[src/design/aabbct_pkg.sv]
// Shared constants, codes and controller/datapath types for the AABB collision table.
`default_nettype none

package aabbct_pkg;

    localparam int MAX_OBJECTS = 8;
    localparam int IDX_W       = (MAX_OBJECTS > 1) ? $clog2(MAX_OBJECTS) : 1;
    localparam int CNT_W       = $clog2(MAX_OBJECTS + 1);

    localparam int MODE_W  = 3;
    localparam int TAG_W   = 8;
    localparam int COORD_W = 16;
    localparam int SIZE_W  = 15;
    localparam int BOX_W   = 2 * COORD_W + 2 * SIZE_W;
    localparam int ENT_W   = TAG_W + BOX_W;

    // Box word layout: {left, top, width, height}
    localparam int LEFT_LSB = 2 * SIZE_W + COORD_W;
    localparam int TOP_LSB  = 2 * SIZE_W;
    localparam int WID_LSB  = SIZE_W;
    localparam int HGT_LSB  = 0;

    localparam logic [MODE_W-1:0] MODE_ADD     = 3'd0;
    localparam logic [MODE_W-1:0] MODE_UPDATE  = 3'd1;
    localparam logic [MODE_W-1:0] MODE_REMOVE  = 3'd2;
    localparam logic [MODE_W-1:0] MODE_CLEAR   = 3'd3;
    localparam logic [MODE_W-1:0] MODE_OBSERVE = 3'd4;

    // Table write data source
    localparam logic [1:0] WR_ADD   = 2'd0;
    localparam logic [1:0] WR_UPD   = 2'd1;
    localparam logic [1:0] WR_SHIFT = 2'd2;

    typedef logic [MODE_W-1:0] t_mode;

    typedef struct packed {
        logic       load_in;
        logic       wr_en;
        logic [1:0] wr_src;
        logic       rd_next;
        logic       cnt_inc;
        logic       cnt_dec;
        logic       cnt_clear;
        logic       idx_clear;
        logic       idx_inc;
        logic       obs_start;
        logic       obs_advance;
        logic       pend_push;
        logic       out_pair;
        logic       out_final;
    } t_dp_cmd;

    typedef struct packed {
        t_mode mode;
        logic  full;
        logic  cnt_zero;
        logic  cnt_lt2;
        logic  match;
        logic  scan_end;
        logic  shift_end;
        logic  pair_end;
        logic  overlap;
        logic  pend_valid;
        logic  out_free;
    } t_dp_sts;

endpackage

`default_nettype wire

[src/design/aabbct_if.sv]
// Valid/ready channel interfaces for the command input and the pair result output.
`default_nettype none

interface aabbct_in_if;
    logic                                  valid;
    logic                                  ready;
    logic        [aabbct_pkg::MODE_W-1:0]  mode;
    logic        [aabbct_pkg::TAG_W-1:0]   object_id;
    logic signed [aabbct_pkg::COORD_W-1:0] box_left;
    logic signed [aabbct_pkg::COORD_W-1:0] box_top;
    logic        [aabbct_pkg::SIZE_W-1:0]  box_width;
    logic        [aabbct_pkg::SIZE_W-1:0]  box_height;

    modport source (
        output valid, mode, object_id, box_left, box_top, box_width, box_height,
        input  ready
    );
    modport sink (
        input  valid, mode, object_id, box_left, box_top, box_width, box_height,
        output ready
    );
endinterface

interface aabbct_out_if;
    logic                           valid;
    logic                           ready;
    logic [aabbct_pkg::TAG_W-1:0]   first_id;
    logic [aabbct_pkg::TAG_W-1:0]   second_id;
    logic                           pair_found;
    logic                           last;

    modport source (
        output valid, first_id, second_id, pair_found, last,
        input  ready
    );
    modport sink (
        input  valid, first_id, second_id, pair_found, last,
        output ready
    );
endinterface

`default_nettype wire

[src/design/aabbct_ram.sv]
// Generic RAM: one write port, two registered read ports.
`default_nettype none

module aabbct_ram #(
    parameter int WIDTH = 8,
    parameter int DEPTH = 8
) (
    input  wire logic                             i_clk,
    input  wire logic                             i_wr_en,
    input  wire logic [$clog2(DEPTH > 1 ? DEPTH : 2)-1:0] i_wr_addr,
    input  wire logic [WIDTH-1:0]                 i_wr_data,
    input  wire logic [$clog2(DEPTH > 1 ? DEPTH : 2)-1:0] i_rd_addr_a,
    input  wire logic [$clog2(DEPTH > 1 ? DEPTH : 2)-1:0] i_rd_addr_b,
    output logic      [WIDTH-1:0]                 o_rd_data_a,
    output logic      [WIDTH-1:0]                 o_rd_data_b
);

    logic [WIDTH-1:0] r_mem [DEPTH];
    logic [WIDTH-1:0] r_rd_a;
    logic [WIDTH-1:0] r_rd_b;

    always_ff @(posedge i_clk) begin
        if (i_wr_en) begin
            r_mem[i_wr_addr] <= i_wr_data;
        end
        r_rd_a <= r_mem[i_rd_addr_a];
        r_rd_b <= r_mem[i_rd_addr_b];
    end

    assign o_rd_data_a = r_rd_a;
    assign o_rd_data_b = r_rd_b;

endmodule

`default_nettype wire

[src/design/aabbct_ctrl.sv]
// Controller state machine: sequences add, update, remove, clear and observe.
`default_nettype none

module aabbct_ctrl (
    input  wire logic                i_clk,
    input  wire logic                i_rst_n,
    input  wire logic                i_in_valid,
    output logic                     o_in_ready,
    output aabbct_pkg::t_dp_cmd      o_cmd,
    input  wire aabbct_pkg::t_dp_sts i_sts
);
    import aabbct_pkg::*;

    localparam logic [3:0] S_IDLE    = 4'd0;
    localparam logic [3:0] S_DISP    = 4'd1;
    localparam logic [3:0] S_UPD_RD  = 4'd2;
    localparam logic [3:0] S_UPD_CHK = 4'd3;
    localparam logic [3:0] S_REM_RD  = 4'd4;
    localparam logic [3:0] S_REM_CHK = 4'd5;
    localparam logic [3:0] S_SHF_RD  = 4'd6;
    localparam logic [3:0] S_SHF_WR  = 4'd7;
    localparam logic [3:0] S_OBS_RD  = 4'd8;
    localparam logic [3:0] S_OBS_CHK = 4'd9;
    localparam logic [3:0] S_OBS_END = 4'd10;

    logic [3:0] r_state;
    logic [3:0] n_state;

    always_ff @(posedge i_clk) begin
        if (!i_rst_n) begin
            r_state <= S_IDLE;
        end else begin
            r_state <= n_state;
        end
    end

    always_comb begin
        n_state    = r_state;
        o_cmd      = '0;
        o_in_ready = 1'b0;
        case (r_state)
            S_IDLE: begin
                o_in_ready = 1'b1;
                if (i_in_valid) begin
                    o_cmd.load_in = 1'b1;
                    n_state       = S_DISP;
                end
            end
            S_DISP: begin
                n_state = S_IDLE;
                case (i_sts.mode)
                    MODE_ADD: begin
                        if (!i_sts.full) begin
                            o_cmd.wr_en   = 1'b1;
                            o_cmd.wr_src  = WR_ADD;
                            o_cmd.cnt_inc = 1'b1;
                        end
                    end
                    MODE_UPDATE: begin
                        o_cmd.idx_clear = 1'b1;
                        if (!i_sts.cnt_zero) begin
                            n_state = S_UPD_RD;
                        end
                    end
                    MODE_REMOVE: begin
                        o_cmd.idx_clear = 1'b1;
                        if (!i_sts.cnt_zero) begin
                            n_state = S_REM_RD;
                        end
                    end
                    MODE_CLEAR: begin
                        o_cmd.cnt_clear = 1'b1;
                    end
                    MODE_OBSERVE: begin
                        o_cmd.obs_start = 1'b1;
                        n_state = i_sts.cnt_lt2 ? S_OBS_END : S_OBS_RD;
                    end
                    default: begin
                        n_state = S_IDLE;
                    end
                endcase
            end
            S_UPD_RD: begin
                n_state = S_UPD_CHK;
            end
            S_UPD_CHK: begin
                if (i_sts.match) begin
                    o_cmd.wr_en  = 1'b1;
                    o_cmd.wr_src = WR_UPD;
                end
                if (i_sts.scan_end) begin
                    n_state = S_IDLE;
                end else begin
                    o_cmd.idx_inc = 1'b1;
                    n_state       = S_UPD_RD;
                end
            end
            S_REM_RD: begin
                n_state = S_REM_CHK;
            end
            S_REM_CHK: begin
                if (i_sts.match) begin
                    // last entry matched: nothing to move up
                    if (i_sts.scan_end) begin
                        o_cmd.cnt_dec = 1'b1;
                        n_state       = S_IDLE;
                    end else begin
                        n_state = S_SHF_RD;
                    end
                end else if (i_sts.scan_end) begin
                    n_state = S_IDLE;
                end else begin
                    o_cmd.idx_inc = 1'b1;
                    n_state       = S_REM_RD;
                end
            end
            S_SHF_RD: begin
                o_cmd.rd_next = 1'b1;
                n_state       = S_SHF_WR;
            end
            S_SHF_WR: begin
                o_cmd.rd_next = 1'b1;
                o_cmd.wr_en   = 1'b1;
                o_cmd.wr_src  = WR_SHIFT;
                if (i_sts.shift_end) begin
                    o_cmd.cnt_dec = 1'b1;
                    n_state       = S_IDLE;
                end else begin
                    o_cmd.idx_inc = 1'b1;
                    n_state       = S_SHF_RD;
                end
            end
            S_OBS_RD: begin
                n_state = S_OBS_CHK;
            end
            S_OBS_CHK: begin
                // a new hit pushes the held one out, which needs a free output
                if (!(i_sts.overlap && i_sts.pend_valid && !i_sts.out_free)) begin
                    if (i_sts.overlap) begin
                        o_cmd.pend_push = 1'b1;
                        o_cmd.out_pair  = i_sts.pend_valid;
                    end
                    if (i_sts.pair_end) begin
                        n_state = S_OBS_END;
                    end else begin
                        o_cmd.obs_advance = 1'b1;
                        n_state           = S_OBS_RD;
                    end
                end
            end
            S_OBS_END: begin
                if (i_sts.out_free) begin
                    o_cmd.out_final = 1'b1;
                    n_state         = S_IDLE;
                end
            end
            default: begin
                n_state = S_IDLE;
            end
        endcase
    end

    a_no_write_idle: assert property (@(posedge i_clk) disable iff (!i_rst_n)
        r_state == S_IDLE |-> !o_cmd.wr_en)
        else $error("table write while idle");

    a_out_load_free: assert property (@(posedge i_clk) disable iff (!i_rst_n)
        (o_cmd.out_pair || o_cmd.out_final) |-> i_sts.out_free)
        else $error("result loaded over an untaken result");

    a_add_not_full: assert property (@(posedge i_clk) disable iff (!i_rst_n)
        o_cmd.cnt_inc |-> !i_sts.full)
        else $error("append into a full table");

endmodule

`default_nettype wire

[src/design/aabbct_dp.sv]
// Datapath: command latch, table RAM, indexes, overlap test, pending pair and result register.
`default_nettype none

module aabbct_dp (
    input  wire logic                                  i_clk,
    input  wire logic                                  i_rst_n,
    input  wire aabbct_pkg::t_dp_cmd                   i_cmd,
    output aabbct_pkg::t_dp_sts                        o_sts,
    input  wire logic        [aabbct_pkg::MODE_W-1:0]  i_mode,
    input  wire logic        [aabbct_pkg::TAG_W-1:0]   i_object_id,
    input  wire logic signed [aabbct_pkg::COORD_W-1:0] i_box_left,
    input  wire logic signed [aabbct_pkg::COORD_W-1:0] i_box_top,
    input  wire logic        [aabbct_pkg::SIZE_W-1:0]  i_box_width,
    input  wire logic        [aabbct_pkg::SIZE_W-1:0]  i_box_height,
    output logic                                       o_out_valid,
    input  wire logic                                  i_out_ready,
    output logic             [aabbct_pkg::TAG_W-1:0]   o_first_id,
    output logic             [aabbct_pkg::TAG_W-1:0]   o_second_id,
    output logic                                       o_pair_found,
    output logic                                       o_last
);
    import aabbct_pkg::*;

    function automatic logic boxes_overlap(input logic [BOX_W-1:0] a, input logic [BOX_W-1:0] b);
        logic signed [COORD_W:0] al;
        logic signed [COORD_W:0] at;
        logic signed [COORD_W:0] ar;
        logic signed [COORD_W:0] ab;
        logic signed [COORD_W:0] bl;
        logic signed [COORD_W:0] bt;
        logic signed [COORD_W:0] br;
        logic signed [COORD_W:0] bb;
        al = $signed({a[LEFT_LSB+COORD_W-1], a[LEFT_LSB +: COORD_W]});
        at = $signed({a[TOP_LSB+COORD_W-1], a[TOP_LSB +: COORD_W]});
        bl = $signed({b[LEFT_LSB+COORD_W-1], b[LEFT_LSB +: COORD_W]});
        bt = $signed({b[TOP_LSB+COORD_W-1], b[TOP_LSB +: COORD_W]});
        ar = al + $signed({2'b00, a[WID_LSB +: SIZE_W]});
        ab = at + $signed({2'b00, a[HGT_LSB +: SIZE_W]});
        br = bl + $signed({2'b00, b[WID_LSB +: SIZE_W]});
        bb = bt + $signed({2'b00, b[HGT_LSB +: SIZE_W]});
        // touching edges overlap
        return !(bl > ar || br < al || bt > ab || bb < at);
    endfunction

    // latched command item
    logic [MODE_W-1:0] r_mode;
    logic [TAG_W-1:0]  r_tag;
    logic [BOX_W-1:0]  r_box;

    logic [CNT_W-1:0]  r_count;
    logic [IDX_W-1:0]  r_i;
    logic [IDX_W-1:0]  r_j;
    logic              r_pend_valid;
    logic [TAG_W-1:0]  r_pend_first;
    logic [TAG_W-1:0]  r_pend_second;

    logic              r_out_valid;
    logic [TAG_W-1:0]  r_out_first;
    logic [TAG_W-1:0]  r_out_second;
    logic              r_out_found;
    logic              r_out_last;

    logic [IDX_W-1:0]  wr_addr;
    logic [ENT_W-1:0]  wr_data;
    logic [IDX_W-1:0]  rd_addr_a;
    logic [ENT_W-1:0]  rd_data_a;
    logic [ENT_W-1:0]  rd_data_b;
    logic              j_last;
    logic              shift_end;

    always_ff @(posedge i_clk) begin
        if (i_cmd.load_in) begin
            r_mode <= i_mode;
            r_tag  <= i_object_id;
            r_box  <= {i_box_left, i_box_top, i_box_width, i_box_height};
        end
    end

    assign rd_addr_a = i_cmd.rd_next ? r_i + IDX_W'(1) : r_i;
    assign wr_addr   = (i_cmd.wr_src == WR_ADD) ? r_count[IDX_W-1:0] : r_i;

    always_comb begin
        case (i_cmd.wr_src)
            WR_ADD:   wr_data = {r_tag, r_box};
            WR_UPD:   wr_data = {rd_data_a[ENT_W-1 -: TAG_W], r_box};
            WR_SHIFT: wr_data = rd_data_a;
            default:  wr_data = {r_tag, r_box};
        endcase
    end

    aabbct_ram #(
        .WIDTH (ENT_W),
        .DEPTH (MAX_OBJECTS)
    ) u_table (
        .i_clk       (i_clk),
        .i_wr_en     (i_cmd.wr_en),
        .i_wr_addr   (wr_addr),
        .i_wr_data   (wr_data),
        .i_rd_addr_a (rd_addr_a),
        .i_rd_addr_b (r_j),
        .o_rd_data_a (rd_data_a),
        .o_rd_data_b (rd_data_b)
    );

    assign j_last    = (CNT_W'(r_j) + CNT_W'(1)) == r_count;
    assign shift_end = (CNT_W'(r_i) + CNT_W'(2)) == r_count;

    always_ff @(posedge i_clk) begin
        if (!i_rst_n) begin
            r_count      <= '0;
            r_i          <= '0;
            r_j          <= '0;
            r_pend_valid <= 1'b0;
            r_out_valid  <= 1'b0;
        end else begin
            if (i_cmd.cnt_clear) begin
                r_count <= '0;
            end else if (i_cmd.cnt_inc) begin
                r_count <= r_count + CNT_W'(1);
            end else if (i_cmd.cnt_dec) begin
                r_count <= r_count - CNT_W'(1);
            end

            if (i_cmd.idx_clear) begin
                r_i <= '0;
            end else if (i_cmd.idx_inc) begin
                r_i <= r_i + IDX_W'(1);
            end else if (i_cmd.obs_start) begin
                r_i <= '0;
                r_j <= IDX_W'(1);
            end else if (i_cmd.obs_advance) begin
                if (j_last) begin
                    r_i <= r_i + IDX_W'(1);
                    r_j <= r_i + IDX_W'(2);
                end else begin
                    r_j <= r_j + IDX_W'(1);
                end
            end

            if (i_cmd.obs_start) begin
                r_pend_valid <= 1'b0;
            end else if (i_cmd.pend_push) begin
                r_pend_valid <= 1'b1;
            end

            if (i_cmd.out_pair || i_cmd.out_final) begin
                r_out_valid <= 1'b1;
            end else if (i_out_ready) begin
                r_out_valid <= 1'b0;
            end
        end
    end

    always_ff @(posedge i_clk) begin
        if (i_cmd.pend_push) begin
            r_pend_first  <= rd_data_a[ENT_W-1 -: TAG_W];
            r_pend_second <= rd_data_b[ENT_W-1 -: TAG_W];
        end
        if (i_cmd.out_pair) begin
            r_out_first  <= r_pend_first;
            r_out_second <= r_pend_second;
            r_out_found  <= 1'b1;
            r_out_last   <= 1'b0;
        end else if (i_cmd.out_final) begin
            r_out_first  <= r_pend_valid ? r_pend_first : '0;
            r_out_second <= r_pend_valid ? r_pend_second : '0;
            r_out_found  <= r_pend_valid;
            r_out_last   <= 1'b1;
        end
    end

    always_comb begin
        o_sts.mode       = r_mode;
        o_sts.full       = r_count == CNT_W'(MAX_OBJECTS);
        o_sts.cnt_zero   = r_count == '0;
        o_sts.cnt_lt2    = r_count < CNT_W'(2);
        o_sts.match      = rd_data_a[ENT_W-1 -: TAG_W] == r_tag;
        o_sts.scan_end   = (CNT_W'(r_i) + CNT_W'(1)) == r_count;
        o_sts.shift_end  = shift_end;
        o_sts.pair_end   = j_last && shift_end;
        o_sts.overlap    = boxes_overlap(rd_data_a[BOX_W-1:0], rd_data_b[BOX_W-1:0]);
        o_sts.pend_valid = r_pend_valid;
        o_sts.out_free   = !r_out_valid || i_out_ready;
    end

    assign o_out_valid  = r_out_valid;
    assign o_first_id   = r_out_first;
    assign o_second_id  = r_out_second;
    assign o_pair_found = r_out_found;
    assign o_last       = r_out_last;

    a_count_range: assert property (@(posedge i_clk) disable iff (!i_rst_n)
        r_count <= CNT_W'(MAX_OBJECTS))
        else $error("entry count past table size");

    a_nopair_last: assert property (@(posedge i_clk) disable iff (!i_rst_n)
        (r_out_valid && !r_out_found) |-> r_out_last)
        else $error("empty result not marked last");

    a_final_empty: assert property (@(posedge i_clk) disable iff (!i_rst_n)
        (i_cmd.out_final && !r_pend_valid) |=> (!r_out_found && r_out_last))
        else $error("empty observe run reported a pair");

endmodule

`default_nettype wire

[src/design/aabb_all_pairs_collision_table_top.sv]
// Top level of the AABB all-pairs collision table: controller, datapath and channel wiring.
// One command transfer at a time; input ready is high only while the controller is idle.
// Add/clear: accept, then dispatch. Update and remove walk the stored entries in order.
// Observe: for each entry pair, a table RAM read, then an overlap test;
// a held-back result transfer stalls the walk. A hit waits for the next hit or the walk's end.
// Reset (sync, active low) empties the table count; stored entries are not cleared.
`default_nettype none

module aabb_all_pairs_collision_table_top (
    input  wire logic      i_clk,
    input  wire logic      i_rst_n,
    aabbct_in_if.sink      i_in,
    aabbct_out_if.source   o_out
);
    import aabbct_pkg::*;

    t_dp_cmd cmd;
    t_dp_sts sts;

    // Sequencer: decodes the mode of the accepted transfer and walks the table.
    aabbct_ctrl u_ctrl (
        .i_clk      (i_clk),
        .i_rst_n    (i_rst_n),
        .i_in_valid (i_in.valid),
        .o_in_ready (i_in.ready),
        .o_cmd      (cmd),
        .i_sts      (sts)
    );

    // Table storage, indexes and overlap test. The datapath holds the latest hit
    // back by one so the final pair of a run can carry the last flag; the result
    // register decouples the output side so new commands are taken while a
    // result still waits.
    aabbct_dp u_dp (
        .i_clk        (i_clk),
        .i_rst_n      (i_rst_n),
        .i_cmd        (cmd),
        .o_sts        (sts),
        .i_mode       (i_in.mode),
        .i_object_id  (i_in.object_id),
        .i_box_left   (i_in.box_left),
        .i_box_top    (i_in.box_top),
        .i_box_width  (i_in.box_width),
        .i_box_height (i_in.box_height),
        .o_out_valid  (o_out.valid),
        .i_out_ready  (o_out.ready),
        .o_first_id   (o_out.first_id),
        .o_second_id  (o_out.second_id),
        .o_pair_found (o_out.pair_found),
        .o_last       (o_out.last)
    );

endmodule

`default_nettype wire
[src/flat_wrapper.sv]
// flat-port wrapper written by rule: the top's interface ports become plain ports
module aabb_all_pairs_collision_table_top_flat import aabbct_pkg::*;
  (i_clk, i_rst_n, i_in_valid, i_in_mode, i_in_object_id, i_in_box_left, i_in_box_top, i_in_box_width, i_in_box_height, i_in_ready, o_out_valid, o_out_first_id, o_out_second_id, o_out_pair_found, o_out_last, o_out_ready);
  aabbct_in_if i_in_i ();
  aabbct_out_if o_out_i ();
  input  wire logic i_clk;
  input  wire logic i_rst_n;
  input wire logic [$bits(i_in_i.valid)-1:0] i_in_valid;
  input wire logic [$bits(i_in_i.mode)-1:0] i_in_mode;
  input wire logic [$bits(i_in_i.object_id)-1:0] i_in_object_id;
  input wire logic [$bits(i_in_i.box_left)-1:0] i_in_box_left;
  input wire logic [$bits(i_in_i.box_top)-1:0] i_in_box_top;
  input wire logic [$bits(i_in_i.box_width)-1:0] i_in_box_width;
  input wire logic [$bits(i_in_i.box_height)-1:0] i_in_box_height;
  output wire logic [$bits(i_in_i.ready)-1:0] i_in_ready;
  output wire logic [$bits(o_out_i.valid)-1:0] o_out_valid;
  output wire logic [$bits(o_out_i.first_id)-1:0] o_out_first_id;
  output wire logic [$bits(o_out_i.second_id)-1:0] o_out_second_id;
  output wire logic [$bits(o_out_i.pair_found)-1:0] o_out_pair_found;
  output wire logic [$bits(o_out_i.last)-1:0] o_out_last;
  input wire logic [$bits(o_out_i.ready)-1:0] o_out_ready;
  assign i_in_i.valid = i_in_valid;
  assign i_in_i.mode = i_in_mode;
  assign i_in_i.object_id = i_in_object_id;
  assign i_in_i.box_left = i_in_box_left;
  assign i_in_i.box_top = i_in_box_top;
  assign i_in_i.box_width = i_in_box_width;
  assign i_in_i.box_height = i_in_box_height;
  assign i_in_ready = i_in_i.ready;
  assign o_out_valid = o_out_i.valid;
  assign o_out_first_id = o_out_i.first_id;
  assign o_out_second_id = o_out_i.second_id;
  assign o_out_pair_found = o_out_i.pair_found;
  assign o_out_last = o_out_i.last;
  assign o_out_i.ready = o_out_ready;
  aabb_all_pairs_collision_table_top u_core (.i_clk(i_clk), .i_rst_n(i_rst_n), .i_in(i_in_i), .o_out(o_out_i));
endmodule
[config.mk]
export PLATFORM = sky130hd
export DESIGN_NAME = aabb_all_pairs_collision_table_top_flat
export DESIGN_NICKNAME = d
export VERILOG_FILES = /design/src/design/aabbct_pkg.sv /design/src/design/aabbct_if.sv /design/src/design/aabbct_ram.sv /design/src/design/aabbct_ctrl.sv /design/src/design/aabbct_dp.sv /design/src/design/aabb_all_pairs_collision_table_top.sv /design/src/flat_wrapper.sv
export SDC_FILE = /design/constraint.sdc
export NUM_CORES = 1
export LEC_CHECK = 0
export BUFFER_PORTS_ARGS = -buffer_cell sky130_fd_sc_hd__buf_2
export CAP_MARGIN = 10
export CORE_ASPECT_RATIO = 1.2
export CORE_MARGIN = 2
export CORE_UTILIZATION = 55
export DETAILED_ROUTE_END_ITERATION = 12
export HOLD_SLACK_MARGIN = 0.05
export PLACE_DENSITY = 0.71
export SYNTH_ARGS = -nofsm -noshare
export SYNTH_HDL_FRONTEND = slang
export SYNTH_SLANG_ARGS = --single-unit
[constraint.sdc]
create_clock -name i_clk -period 6.4 [get_ports i_clk]
set_input_delay 0.64 -clock i_clk [delete_from_list [all_inputs] [get_ports i_clk]]
set_output_delay 0.64 -clock i_clk [all_outputs]
set_load 0.02 [all_outputs]
==> impl_table.tex, run 1 <==
\begin{tabular}{lr}
\hline
Metric & Value \\
\hline
\multicolumn{2}{l}{\textbf{Logic synthesis}} \\
Netlist area before placement & 0.03788 sq mm \\
Sequential area share after synthesis & 61.06\% \\
Syn Nets & 2450 \\
Number of warnings issued by yosys & 0 \\
Share of synthesized registers carrying an async set or reset & 0\% \\
Number of enable flip-flop cells after synthesis & 665 \\
Instance count of the mapped netlist & 2234 \\
Average cell area after synthesis & 16.96 sq um \\
Synth Register Bits & 823 \\
Predominant post-synthesis flop cell & sky130\_fd\_sc\_hd\_\_edfxtp\_1 \\
Number of distinct standard cells referenced by the synthesized netlist & 78 \\
\multicolumn{2}{l}{\textbf{Clocking}} \\
Maximum buffer depth of the clock tree & 3 \\
Post-CTS Hold Fix Bufs & 0 \\
H-Tree Level Count & 3 \\
Clock insertion delay at the later pin of the skew report & 0.65 ns \\
Clock tree from TritonCTS & yes \\
Post-CTS clock slew at the launch and capture registers of the worst setup and hold paths & 0.06 ns \\
Number of CTS-inserted buffers & 81 \\
Root buffer selected by CTS & sky130\_fd\_sc\_hd\_\_clkbuf\_16 \\
Sink Count & 823 \\
Number of buffers added for setup after CTS & 0 \\
Post\_cts resized & 0 \\
\multicolumn{2}{l}{\textbf{Floorplanning}} \\
Starting utilization of the core area & 55.45\% \\
Count of pins on the block boundary & 97 \\
Cell row count & 105 \\
Floorplan die height & 291.5 um \\
Die area & 0.07100 sq mm \\
Placeable core area & 0.06832 sq mm \\
Die extent in x & 243.6 um \\
\multicolumn{2}{l}{\textbf{Pwr}} \\
Reported leakage power & 14.51 nW \\
Highest ir drop seen on vdd & 225.9 uV \\
PwrDens & 287.9 mW/mm\^{}2 \\
\multicolumn{2}{l}{\textbf{Route}} \\
Number of remaining DRC errors & 0 \\
Mean number of vias per cell & 6.387 \\
1st-iter DRT viols & 1686 \\
Routed len/inst & 26.47 um \\
DRT Pass-1 Iters & 5 \\
Final antenna-violating net count & 0 \\
Total Wirelength & 87.46 mm \\
Vias post-DR & 21100 \\
\multicolumn{2}{l}{\textbf{Place}} \\
RePlAce Congestion & 0.9069 \\
Count of port buffers added during placement & 96 \\
Inst Count DP & 3154 \\
HPWL after detailed placement & 51.85 mm \\
\multicolumn{2}{l}{\textbf{Finish}} \\
Total number of nets in the final design & 2544 \\
Leading cell type in the layout, fill and taps excluded & sky130\_fd\_sc\_hd\_\_edfxtp\_1 \\
Most used cells in the layout excluding fill and tap cells & 665 x sky130\_fd\_sc\_hd\_\_edfxtp\_1, 280 x sky130\_fd\_sc\_hd\_\_mux4\_2, 155 x sky130\_fd\_sc\_hd\_\_dfxtp\_1, 141 x sky130\_fd\_sc\_hd\_\_mux2\_2, 134 x sky130\_fd\_sc\_hd\_\_ha\_1 \\
Layout area overhead & 11.45\% \\
ANT cells & 0 \\
Share of post-route cells with drive strength above 1 & 29.35\% \\
Non-Filler Instances & 3304 \\
Post-Route Utilization & 61.80\% \\
\multicolumn{2}{l}{\textbf{GRT}} \\
Total routing usage reported by global routing & 25.05\% \\
Wire length of the first global-routing pass & 134.5 mm \\
Remaining global-route overflow & 0 \\
Vias in the first global route & 22270 \\
Largest net degree at the start of global routing & 141 \\
Number of antenna violations at the first check in global routing & 0 \\
\multicolumn{2}{l}{\textbf{Setup path}} \\
Data required time at the worst endpoint & 6.67 ns \\
CP startpoint kind & flop \\
Number of buffer and inverter instances along the worst setup path & 0 \\
Critical Path Max Stage Delay & 0.58 ns \\
CP max FO & 16 \\
Category of the critical setup timing path & reg2reg \\
Endpoint type of the worst setup path & flop \\
Cell chain of the critical path & ha\_1, fa\_1, a21o\_1, a21oi\_1, o21ai\_1, a221o\_1, a21boi\_1, a21oi\_1, o311ai\_1, nand3b\_1, ha\_1, nor4\_1, nand2\_1, a31oi\_1, a311oi\_1, nor4\_4, nand3\_1, nor4b\_2, or2\_1 \\
Top Family by Delay on Critical Path & simple AND/OR/NAND/NOR gates \\
CP Data Arrival Time & 6.10 ns \\
Crit-path slowest cell & sky130\_fd\_sc\_hd\_\_or2\_1 \\
\multicolumn{2}{l}{\textbf{Timing}} \\
Final Hold Viols & 0 \\
Unrepaired setup endpoints after global routing & false \\
Final critical delay including setup and external delays & 5.830 ns \\
Final setup violation count & 0 \\
Slew of the pin with the lowest slew margin & 1.168 ns \\
Final total negative setup slack & 0 ns \\
Fin Clk Skew & 0.02097 ns \\
Period utilization & 91.10\% \\
Max Transition Viols Final & 0 \\
Worst hold slack after final layout & 0.1670 ns \\
Maximum frequency from static timing analysis & 0.1715 GHz \\
Relative slew slack & 21.95\% \\
\multicolumn{2}{l}{\textbf{Flow run}} \\
Max-Cap Viols & 0 \\
\multicolumn{2}{l}{\textbf{Run status}} \\
Result of the run & finished clean \\
\multicolumn{2}{l}{\textbf{Hold path}} \\
Path category of the worst min-delay check & in2reg \\
\hline
\end{tabular}
state kept, by name, summed over array words and instances, names as in the netlist:
signal / flops
u_core.u_dp.u_table.r_mem: 560
u_core.u_dp.r_tag: 8
u_core.u_ctrl.r_state: 4
u_core.u_dp.r_j: 3
u_core.u_dp.o_last: 1
u_core.u_dp.o_first_id: 8
u_core.u_dp.r_mode: 3
u_core.u_dp.r_pend_valid: 1
u_core.u_dp.r_box: 62
u_core.u_dp.o_second_id: 8
u_core.u_dp.r_pend_second: 8
u_core.u_dp.u_table.o_rd_data_b: 70
u_core.u_dp.o_out_valid: 1
u_core.u_dp.r_count: 4
u_core.u_dp.u_table.o_rd_data_a: 70
u_core.u_dp.r_pend_first: 8
u_core.u_dp.r_i: 3
u_core.u_dp.o_pair_found: 1
where the power goes:
group	switching [mW]	total [mW]	internal, mW	leakage (nW)
Clock	2.01	4.95	2.95	1.36
Combinational	0.623	1.14	0.517	5.83
Sequential	0.111	6.06	5.95	7.31
routing by layer:
layer  track usage, %  wire length (um)
met1            33.30             35510
met2            42.42             44410
met3            4.250              5421
met4            7.942              2127
met5                0                 0
cells in the mapped netlist (6+ instances only):
cell type | count | area [sq um]
sky130_fd_sc_hd__and3_1 | 8 | 50.05
sky130_fd_sc_hd__a31oi_1 | 15 | 93.84
sky130_fd_sc_hd__nand2b_1 | 18 | 112.6
sky130_fd_sc_hd__or3_1 | 10 | 62.56
sky130_fd_sc_hd__dfxtp_1 | 158 | 3163
sky130_fd_sc_hd__xnor2_1 | 46 | 402.9
sky130_fd_sc_hd__o21a_1 | 8 | 60.06
sky130_fd_sc_hd__edfxtp_1 | 665 | 19970
sky130_fd_sc_hd__a211oi_1 | 12 | 90.09
sky130_fd_sc_hd__buf_6 | 11 | 123.9
sky130_fd_sc_hd__nor2b_1 | 7 | 43.79
sky130_fd_sc_hd__nand2_1 | 74 | 277.8
sky130_fd_sc_hd__nor4_1 | 6 | 37.54
sky130_fd_sc_hd__o21ai_1 | 6 | 30.03
sky130_fd_sc_hd__nor3b_1 | 6 | 45.04
sky130_fd_sc_hd__mux2_2 | 141 | 1588
sky130_fd_sc_hd__nor3_1 | 29 | 145.1
sky130_fd_sc_hd__a311oi_1 | 6 | 52.55
sky130_fd_sc_hd__o31ai_1 | 7 | 52.55
sky130_fd_sc_hd__a21oi_1 | 48 | 240.2
sky130_fd_sc_hd__inv_1 | 68 | 255.2
sky130_fd_sc_hd__and2_1 | 20 | 125.1
sky130_fd_sc_hd__buf_1 | 11 | 41.29
sky130_fd_sc_hd__xor2_1 | 23 | 201.4
sky130_fd_sc_hd__a21o_1 | 18 | 135.1
sky130_fd_sc_hd__nand3_1 | 37 | 185.2
sky130_fd_sc_hd__ha_1 | 134 | 1677
sky130_fd_sc_hd__clkbuf_1 | 60 | 225.2
sky130_fd_sc_hd__nand4_1 | 10 | 62.56
sky130_fd_sc_hd__a22o_1 | 64 | 560.5
sky130_fd_sc_hd__o21ai_0 | 34 | 170.2
sky130_fd_sc_hd__nor2_1 | 73 | 274.0
sky130_fd_sc_hd__mux4_2 | 280 | 6306
sky130_fd_sc_hd__buf_2 | 30 | 150.1
metrics by stage:
step	cell area (sq um)	setup WS [ns]	power, mW
after global routing	42220	0.1536	12.57
final	42220	0.5696	12.16
after CTS	42220	0.5486	12.23
after detailed placement	39430	0.5760	7.305
after global placement	39430	0.6920	7.276
after floorplan	37880	0.7626	6.988
cell families (layout without fill, tap and decap cells):
| logic type | Yosys count | in the layout | share of synthesized area, % |
|---|---|---|---|
| compound gates | 272 | 272 | 5.205 |
| simple gates | 325 | 325 | 4.396 |
| flops | 823 | 823 | 61.06 |
| xor+xnor | 69 | 69 | 1.595 |
| mux | 425 | 425 | 20.94 |
| fa+ha+maj | 139 | 139 | 4.690 |
| buf+inv | 181 | 342 | 2.110 |
layout make-up:
type | count | area [sq um]
Clock buffer | 111 | 2271
Clock inverter | 39 | 525.5
Fill cell | 4890 | 26090
Inverter | 69 | 259.0
Multi-Input combinational cell | 1230 | 14080
Sequential cell | 823 | 23140
Tap cell | 909 | 1137
Timing Repair Buffer | 123 | 808.3
final timing paths:
path | from | end | slack (ns) | cells after the start
worst max-delay path | u_core.u_dp.u_table.o_rd_data_a[0]$_DFF_P_ | u_core.u_dp.o_second_id[5]$_DFFE_PP_ | 0.57 | 19
worst min-delay path | i_in_box_top[6] | u_core.u_dp.r_box[36]$_DFFE_PP_ | 0.17 | 1
worst max register to register | u_core.u_dp.u_table.o_rd_data_a[0]$_DFF_P_ | u_core.u_dp.o_second_id[5]$_DFFE_PP_ | 0.57 | 19
worst min register to register | u_core.u_dp.u_table.o_rd_data_b[69]$_DFF_P_ | u_core.u_dp.r_pend_second[7]$_DFFE_PP_ | 0.40 | 0
(Power assumes the default switching activity.)
==> run 2: changes to the inputs <==
RECOVER_POWER = 100   (was not set)
==> run 2 against run 1 <==
  * The flow now finishes with violations (max-capacitance violations, max-slew violations)
  * Sequential power barely moved
  * Non-clock buffer count did not move
  * Hold slack barely moved
  * Critical path depth did not move
  * Via count fell by 0.11%
  * Routed wire length barely moved
  * Design area fell by 0.61%
  * Clock skew rose by 0.0021 ns
  * Highest routed layer unchanged
==> impl_table.tex, run 2 (synthesis gave the netlist of run 1 again) <==
\begin{tabular}{lr}
\hline
Metric & Value \\
\hline
\multicolumn{2}{l}{\textbf{Setup path}} \\
Category of the critical setup timing path & reg2reg \\
CP startpoint kind & flop \\
Beginning of the worst register-to-register path & u\_core.u\_dp.u\_table.o\_rd\_data\_a[0]\$\_DFF\_P\_ \\
Data required time at the worst endpoint & 6.67 ns \\
Worst setup path startpoint & u\_core.u\_dp.u\_table.o\_rd\_data\_a[0]\$\_DFF\_P\_ \\
CP Data Arrival Time & 6.10 ns \\
Endpoint type of the worst setup path & flop \\
CP max FO & 16 \\
\multicolumn{2}{l}{\textbf{Finish}} \\
Total number of nets in the final design & 2544 \\
Most used cells in the layout excluding fill and tap cells & 665 x sky130\_fd\_sc\_hd\_\_edfxtp\_1, 280 x sky130\_fd\_sc\_hd\_\_mux4\_2, 156 x sky130\_fd\_sc\_hd\_\_dfxtp\_1, 134 x sky130\_fd\_sc\_hd\_\_ha\_1, 127 x sky130\_fd\_sc\_hd\_\_mux2\_2 \\
Register containing the most flip-flops in the final layout & u\_core.u\_dp.u\_table.r\_mem \\
Final cell area excluding filler cells & 0.04196 sq mm \\
Leading cell type in the layout, fill and taps excluded & sky130\_fd\_sc\_hd\_\_edfxtp\_1 \\
Non-Filler Instances & 3304 \\
Post-Route Utilization & 61.43\% \\
Layout area overhead & 10.77\% \\
Max FFs per register & 560 \\
Total of fill cells in the finished design & 4953 \\
ANT cells & 0 \\
Share of post-route cells with drive strength above 1 & 26.97\% \\
\multicolumn{2}{l}{\textbf{Pwr}} \\
Reported leakage power & 14.40 nW \\
Total Power Consumption & 12.16 mW \\
PwrDens & 289.8 mW/mm\^{}2 \\
Highest ir drop seen on vdd & 225.5 uV \\
\multicolumn{2}{l}{\textbf{Clocking}} \\
Clock tree from TritonCTS & yes \\
Maximum buffer depth of the clock tree & 3 \\
Number of buffers added for setup after CTS & 0 \\
Post-CTS Hold Fix Bufs & 0 \\
Sink Count & 823 \\
Number of CTS-inserted buffers & 81 \\
Root buffer selected by CTS & sky130\_fd\_sc\_hd\_\_clkbuf\_16 \\
Post-CTS clock slew at the launch and capture registers of the worst setup and hold paths & 0.06 ns \\
Clock insertion delay at the later pin of the skew report & 0.65 ns \\
Post\_cts resized & 0 \\
H-Tree Level Count & 3 \\
\multicolumn{2}{l}{\textbf{Route}} \\
Number of remaining DRC errors & 0 \\
Mean number of vias per cell & 6.380 \\
Final antenna-violating net count & 0 \\
Met1 wire length & 35.66 mm \\
Uppermost layer routed & met4 \\
DRT Pass-1 Iters & 7 \\
Routed len/inst & 26.47 um \\
Met3 Routed Length & 5.411 mm \\
Vias post-DR & 21080 \\
Total Wirelength & 87.45 mm \\
1st-iter DRT viols & 1609 \\
Met2 routed wirelength & 44.16 mm \\
\multicolumn{2}{l}{\textbf{Floorplanning}} \\
Starting utilization of the core area & 55.45\% \\
Count of pins on the block boundary & 97 \\
Die area & 0.07100 sq mm \\
Placeable core area & 0.06832 sq mm \\
Floorplan die height & 291.5 um \\
Die extent in x & 243.6 um \\
Cell row count & 105 \\
\multicolumn{2}{l}{\textbf{Run status}} \\
Violated checks & max-capacitance violations, max-slew violations \\
Result of the run & finished, violations left \\
\multicolumn{2}{l}{\textbf{GRT}} \\
Wire length of the first global-routing pass & 134.5 mm \\
Total routing usage reported by global routing & 25.05\% \\
Vias in the first global route & 22270 \\
Largest net degree at the start of global routing & 141 \\
Number of antenna violations at the first check in global routing & 0 \\
Remaining global-route overflow & 0 \\
\multicolumn{2}{l}{\textbf{Place}} \\
Worst slack after detailed placement & 0.5760 ns \\
Inst Count DP & 3154 \\
HPWL after detailed placement & 51.85 mm \\
Count of port buffers added during placement & 96 \\
Placed standard-cell area & 0.03943 sq mm \\
RePlAce Congestion & 0.9069 \\
\multicolumn{2}{l}{\textbf{Timing}} \\
Worst path setup slack after routing & 0.5710 ns \\
Slew of the pin with the lowest slew margin & 3.486 ns \\
Period utilization & 91.08\% \\
Unrepaired setup endpoints after global routing & false \\
Max Transition Viols Final & 466 \\
Final critical delay including setup and external delays & 5.829 ns \\
Maximum frequency from static timing analysis & 0.1716 GHz \\
Final setup violation count & 0 \\
Relative slew slack & -132.7\% \\
Final total negative setup slack & 0 ns \\
Fin Clk Skew & 0.02308 ns \\
Final Hold Viols & 0 \\
Worst hold slack after final layout & 0.1665 ns \\
\multicolumn{2}{l}{\textbf{Hold path}} \\
Startpoint of the most critical hold path & i\_in\_box\_top[7] \\
Path category of the worst min-delay check & in2reg \\
\multicolumn{2}{l}{\textbf{Flow run}} \\
Max-Cap Viols & 16 \\
\hline
\end{tabular}
## run 2: final timing paths
kind                                             to  slack, ns  cells past startpoint
min reg2reg  u_core.u_dp.r_pend_second[7]$_DFFE_PP_       0.40                      0
min                 u_core.u_dp.r_box[37]$_DFFE_PP_       0.17                      1
max            u_core.u_dp.o_second_id[5]$_DFFE_PP_       0.57                     19
max reg2reg    u_core.u_dp.o_second_id[5]$_DFFE_PP_       0.57                     19
## run 2: where the power goes
group	internal, mW	switching, mW
Sequential	5.95	0.112
Clock	2.95	2.01
Combinational	0.520	0.621
Total	9.42	2.74
## run 2: worst max-delay path, cell delays in order, from the launching register on
cell and delay (ns):
sky130_fd_sc_hd__dfxtp_1 0.33, sky130_fd_sc_hd__ha_1 0.23, sky130_fd_sc_hd__fa_1 0.42, sky130_fd_sc_hd__a21o_1 0.18, sky130_fd_sc_hd__a21oi_1 0.20, sky130_fd_sc_hd__o21ai_0 0.14
sky130_fd_sc_hd__a221o_1 0.39, sky130_fd_sc_hd__a21boi_1 0.25, sky130_fd_sc_hd__a21oi_1 0.12, sky130_fd_sc_hd__o311ai_1 0.31, sky130_fd_sc_hd__nand3b_1 0.14, sky130_fd_sc_hd__ha_1 0.24
sky130_fd_sc_hd__nor4_1 0.34, sky130_fd_sc_hd__nand2_1 0.09, sky130_fd_sc_hd__a31oi_1 0.18, sky130_fd_sc_hd__a311oi_1 0.10, sky130_fd_sc_hd__nor4_4 0.48, sky130_fd_sc_hd__nand3_1 0.31
sky130_fd_sc_hd__nor4b_2 0.41, sky130_fd_sc_hd__or2_1 0.58
## run 2: layer usage
layer / global-route usage, % / up-vias
met4: 7.942 / 0
met5: 0 / -
met2: 42.42 / 783
li1: - / 9241
met3: 4.250 / 134
met1: 33.30 / 10920
## run 2: layout make-up
| type | count | area (sq um) | area share [%] |
|---|---|---|---|
| clock inverters | 39 | 525.5 | 1.252 |
| flip-flops and latches | 823 | 23140 | 55.14 |
| inverters | 69 | 259.0 | 0.6172 |
| well taps | 909 | 1137 | 2.710 |
| multi-input cells | 1230 | 13960 | 33.28 |
| repair buffers | 123 | 666.9 | 1.589 |
| clock buffers | 111 | 2271 | 5.412 |
